## config.mk

```make
export PLATFORM = sky130hd
export DESIGN_NAME = rtsc_ctrl
export DESIGN_NICKNAME = d
export VERILOG_FILES = /design/src/rtl/core/rtsc_pkg.sv /design/src/rtl/core/rtsc_ctrl.sv
export SDC_FILE = /design/constraint.sdc
export NUM_CORES = 1
export LEC_CHECK = 0
export ABC_AREA = 1
export CELL_PAD_IN_SITES_DETAIL_PLACEMENT = 1
export CELL_PAD_IN_SITES_GLOBAL_PLACEMENT = 1
export CORE_AREA = 3 3 40 42
export DETAILED_ROUTE_END_ITERATION = 10
export DIE_AREA = 0 0 43 45
export DONT_BUFFER_PORTS = 1
export PLACE_DENSITY_LB_ADDON = 0.1
export REMOVE_ABC_BUFFERS = 1
export SYNTH_ARGS = -nofsm -noshare
export SYNTH_HDL_FRONTEND = slang
export SYNTH_SLANG_ARGS = --single-unit
```

## constraint.sdc

```tcl
create_clock -name clk -period 1.9 [get_ports clk]
set_clock_uncertainty 0.1 [all_clocks]
set_input_delay 0.095 -clock clk [delete_from_list [all_inputs] [get_ports clk]]
set_output_delay 0.095 -clock clk [all_outputs]
set_load 0.05 [all_outputs]
```

## src/rtl/core/rtsc_pkg.sv

```systemverilog
// shared constants and control/status types of the range tagged second chance cache
package rtsc_pkg;

    localparam int ENTRIES    = 8;
    localparam int THREADS    = 8;
    localparam int ENTRY_W    = (ENTRIES > 1) ? $clog2(ENTRIES) : 1;
    localparam int THREAD_W   = (THREADS > 1) ? $clog2(THREADS) : 1;
    localparam int ADDR_W     = THREAD_W + ENTRY_W;
    localparam int DEPTH      = 1 << ADDR_W;

    localparam int COUNT_W    = 4;
    localparam int TID_W      = 3;
    localparam int TS_W       = 64;
    localparam int HANDLE_W   = 32;
    localparam int SLOT_W     = 3;

    localparam int IN_FIELDS_W  = TID_W + 3 * TS_W + HANDLE_W;
    localparam int IN_DATA_W    = ((IN_FIELDS_W + 7) / 8) * 8;
    localparam int OUT_FIELDS_W = SLOT_W + HANDLE_W;
    localparam int OUT_DATA_W   = ((OUT_FIELDS_W + 7) / 8) * 8;
    localparam int OUT_PAD_W    = OUT_DATA_W - OUT_FIELDS_W;

    typedef struct packed {
        logic load_in;
        logic search_step;
        logic hit_take;
        logic sweep_init;
        logic sweep_step;
        logic fill;
        logic out_load;
    } cmd_t;

    typedef struct packed {
        logic cmp_hit;
        logic cmp_last;
        logic sweep_free;
    } sts_t;

endpackage

```

## src/rtl/core/rtsc_ctrl.sv

```systemverilog
// controller state machine of the range tagged second chance cache
module rtsc_ctrl
    import rtsc_pkg::*;
(
    input  logic clk,
    input  logic rst_n,
    input  logic in_valid,
    output logic in_ready,
    output logic out_valid,
    input  logic out_ready,
    input  sts_t sts,
    output cmd_t cmd
);

    typedef enum logic [1:0] {
        S_IDLE,
        S_SEARCH,
        S_SWEEP,
        S_OUT
    } state_t;

    state_t state_reg;
    state_t state_next;
    logic   out_valid_reg;

    always_comb
    begin
        cmd        = '0;
        state_next = state_reg;
        case (state_reg)
            S_IDLE:
            begin
                if (in_valid)
                begin
                    cmd.load_in = 1'b1;
                    state_next  = S_SEARCH;
                end
            end
            S_SEARCH:
            begin
                if (sts.cmp_hit)
                begin
                    cmd.hit_take = 1'b1;
                    state_next   = S_OUT;
                end
                else if (sts.cmp_last)
                begin
                    cmd.sweep_init = 1'b1;
                    state_next     = S_SWEEP;
                end
                else
                begin
                    cmd.search_step = 1'b1;
                end
            end
            S_SWEEP:
            begin
                if (sts.sweep_free)
                begin
                    cmd.fill   = 1'b1;
                    state_next = S_OUT;
                end
                else
                begin
                    cmd.sweep_step = 1'b1;
                end
            end
            S_OUT:
            begin
                if (!out_valid_reg || out_ready)
                begin
                    cmd.out_load = 1'b1;
                    state_next   = S_IDLE;
                end
            end
            default:
            begin
                state_next = S_IDLE;
            end
        endcase
    end

    always_ff @(posedge clk or negedge rst_n)
    begin
        if (!rst_n)
        begin
            state_reg     <= S_IDLE;
            out_valid_reg <= 1'b0;
        end
        else
        begin
            state_reg <= state_next;
            if (cmd.out_load)
            begin
                out_valid_reg <= 1'b1;
            end
            else if (out_ready)
            begin
                out_valid_reg <= 1'b0;
            end
        end
    end

    assign in_ready  = (state_reg == S_IDLE);
    assign out_valid = out_valid_reg;

endmodule

```

==> flow_metrics.env <==
export IMPL_start_util=0.2463
export IMPL_die_w_um=43
export IMPL_leakage_nw=0.2660
export IMPL_numClockSinks=3
export IMPL_setup_viol=0
export IMPL_viasPerCell=4.114
export IMPL_rsz0062_at_grt="false"
export IMPL_numCtsBuffers=3
export IMPL_grt_overflow=0
export IMPL_final_setup_tns_ns=0
export IMPL_synth_top_cells_by_area="dfrtp_1 (24%), ha_1 (20%), nand2_1 (15%)"
export IMPL_ant_nets=0
export IMPL_relSlewSlack=0.6407
export IMPL_die_height_um=45
export IMPL_hold_viol=0
export IMPL_critPathKind="flip-flop to output port"
export IMPL_clkLatencyLatePin_ns=0.23
export IMPL_core_area_um2=1285
export IMPL_largest_register_ffs=2
export IMPL_num_vias=288
export IMPL_syn_cell_area_um2=316.6
export IMPL_drive_above_1_share=0.2727
export IMPL_track_usage=0.07923
export IMPL_cp_end_kind="output port"
export IMPL_htree_levels=1
export IMPL_grt_use_met1=0.08232
export IMPL_clk_root_buffer_cell="clkbuf_4"
export IMPL_tritoncts="built"
export IMPL_hp_class="input pin to flip-flop"
export IMPL_grt_pass1_vias=282
export IMPL_gr_usage_met2=0.1168
export IMPL_critPathLaunchType="flip-flop"
export IMPL_wl_um=671
export IMPL_max_clock_path_buffers=2
export IMPL_syn_avg_cell_area_um2=7.194
export IMPL_avgRoutedWirePerCell_um=9.586
export IMPL_post_route_period_util=0.8345
export IMPL_finish_instance_area_um2=421.7
export IMPL_grt_most_used_layer="met2"
export IMPL_slew_viol_final=0
export IMPL_place_area_um2=365.4
export IMPL_io_buffers=0
export IMPL_max_cap_violations=0
export IMPL_ios=16
export IMPL_gp_congestion=0.7007
export IMPL_ir_drop_v=0.0007583
export IMPL_cts_resized=0
export IMPL_core_rowCount=13
export IMPL_nets=68
export IMPL_ys_ff_latch=3
export IMPL_area_growth_pct=33.20
export IMPL_drt_pass1_iterations=2
export IMPL_grt_use_met3=0.03984
export IMPL_drcViolationCount=0
export IMPL_worst_pin_slew_ns=0.5389
export IMPL_synth_top_cell_area_share=0.2372
export IMPL_clkTransAtPathRegs_ns=0.04
export IMPL_dpl_hpwl_um=566.6
export IMPL_antennaDiodeCount=0
export IMPL_status="finished clean"
export IMPL_yosysSeqAreaShare=0.2372
export IMPL_cp_max_fo=5
export IMPL_yosysWarnings=0
export IMPL_fmax_mhz=630.7
export IMPL_cp_arrival_ns=1.39
export IMPL_antenna_found_initial=0
export IMPL_min_period_ns=1.586
export IMPL_drt_iter0_markers=4
export IMPL_grt_max_degree=6
export IMPL_synth_cells=44
export IMPL_synth_distinct_cells=12
export IMPL_grt_pass1_wl_um=1104
export IMPL_critPathRequiredTime_ns=1.70
export IMPL_dieArea_um2=1935
export IMPL_yosysTopAreaCell="dfrtp_1"
export IMPL_p_per_area_nw_per_um2=1922
[metal layers]
| metal | wire length [µm] | part of all wire |
|---|---|---|
| met3 | 57 | 0.085 |
| met4 | 0 | 0 |
| met2 | 335 | 0.50 |
| met5 | 0 | 0 |
| met1 | 277 | 0.41 |
[cell families after synthesis]
kind of cell,after synthesis,synth area share
adders and majority gates,5,0.1976
AOI/OAI and AO/OA,4,0.07904
DFF,3,0.2371
buffers and inverters,11,0.1304
and+or+nand+nor,21,0.3557
[power breakdown]
part / internal [mW] / total (mW) / switching [mW] / leakage [nW]
registers: 0.0976 / 0.173 / 0.0750 / 0.0366
logic: 0.160 / 0.527 / 0.367 / 0.214
clock network: 0.0787 / 0.111 / 0.0324 / 0.0150
total: 0.336 / 0.810 / 0.474 / 0.266
[stage by stage]
step	worst slack, ns	hold slack, ns	instances	power (mW)	utilization
2_1_floorplan	0.2465	-0.3006	44	0.5990	-
3_3_place_gp	0.5028	-0.3005	63	0.6935	0.2843
3_5_place_dp	0.4866	-0.3005	63	0.7034	0.2843
4_1_cts	0.2844	0.1136	70	0.8310	0.3281
5_1_grt	0.1930	0.1435	70	0.8914	0.3281
6_report	0.3144	0.1186	70	0.8105	0.3281
[synth_stat cells, drive strengths merged]
master and count:
nand2 17, inv 11, ha 5, dfrtp 3, nor2 3, a21oi 2
o21bai 2, nand3 1
[worst paths after layout]
check                                   from           end  depth (start not counted)  slack, ns
max in group asynchronous              rst_n  state_reg[1]                          2       1.02
worst min-delay path                  sts[0]  state_reg[0]                          5       0.12
worst max-delay path            state_reg[0]        cmd[2]                          4       0.31
min in group asynchronous              rst_n     out_valid                          2       0.54
worst min register to register  state_reg[1]  state_reg[0]                          4       0.59
worst max register to register  state_reg[1]  state_reg[0]                          8       0.50
[cell usage in the layout (no fill, tap or decap)]
master | netlist | layout
nand2_2 | 2 | 2
buf_4 | 0 | 4
dlygate4sd3_1 | 0 | 3
nand2_4 | 2 | 2
ha_1 | 5 | 5
o21bai_1 | 2 | 2
nor2_1 | 2 | 2
clkbuf_4 | 0 | 3
nand2_1 | 13 | 13
nand3_2 | 1 | 1
a21oi_1 | 2 | 2
clkbuf_1 | 0 | 1
dfrtp_1 | 3 | 3
nor2_4 | 1 | 1
inv_1 | 9 | 9
inv_2 | 2 | 2
[critical path: stages (launching register included)]
cell and delay, ns:
dfrtp_1 0.42, inv_1 0.14, ha_1 0.20, nand2_2 0.09, inv_1 0.32
[area by class of cell]
| type | count | area [µm²] |
|---|---|---|
| Fill cell | 157 | 863.3 |
| Tap cell | 15 | 18.77 |
| Clock buffer | 4 | 26.28 |
| Multi-Input combinational cell | 30 | 200.2 |
| Inverter | 11 | 41.29 |
| Sequential cell | 3 | 75.07 |
| Timing Repair Buffer | 7 | 60.06 |
[timing repair]
| action | 4_1_cts | 5_1_grt |
|---|---|---|
| endpoints found under the hold margin | 4 | 0 |
| hold buffers | 3 | 0 |
| setup endpoints to repair | 0 | 0 |
| buffers inserted | 0 | 0 |
No activity file was read; power rests on OpenSTA's default activity.
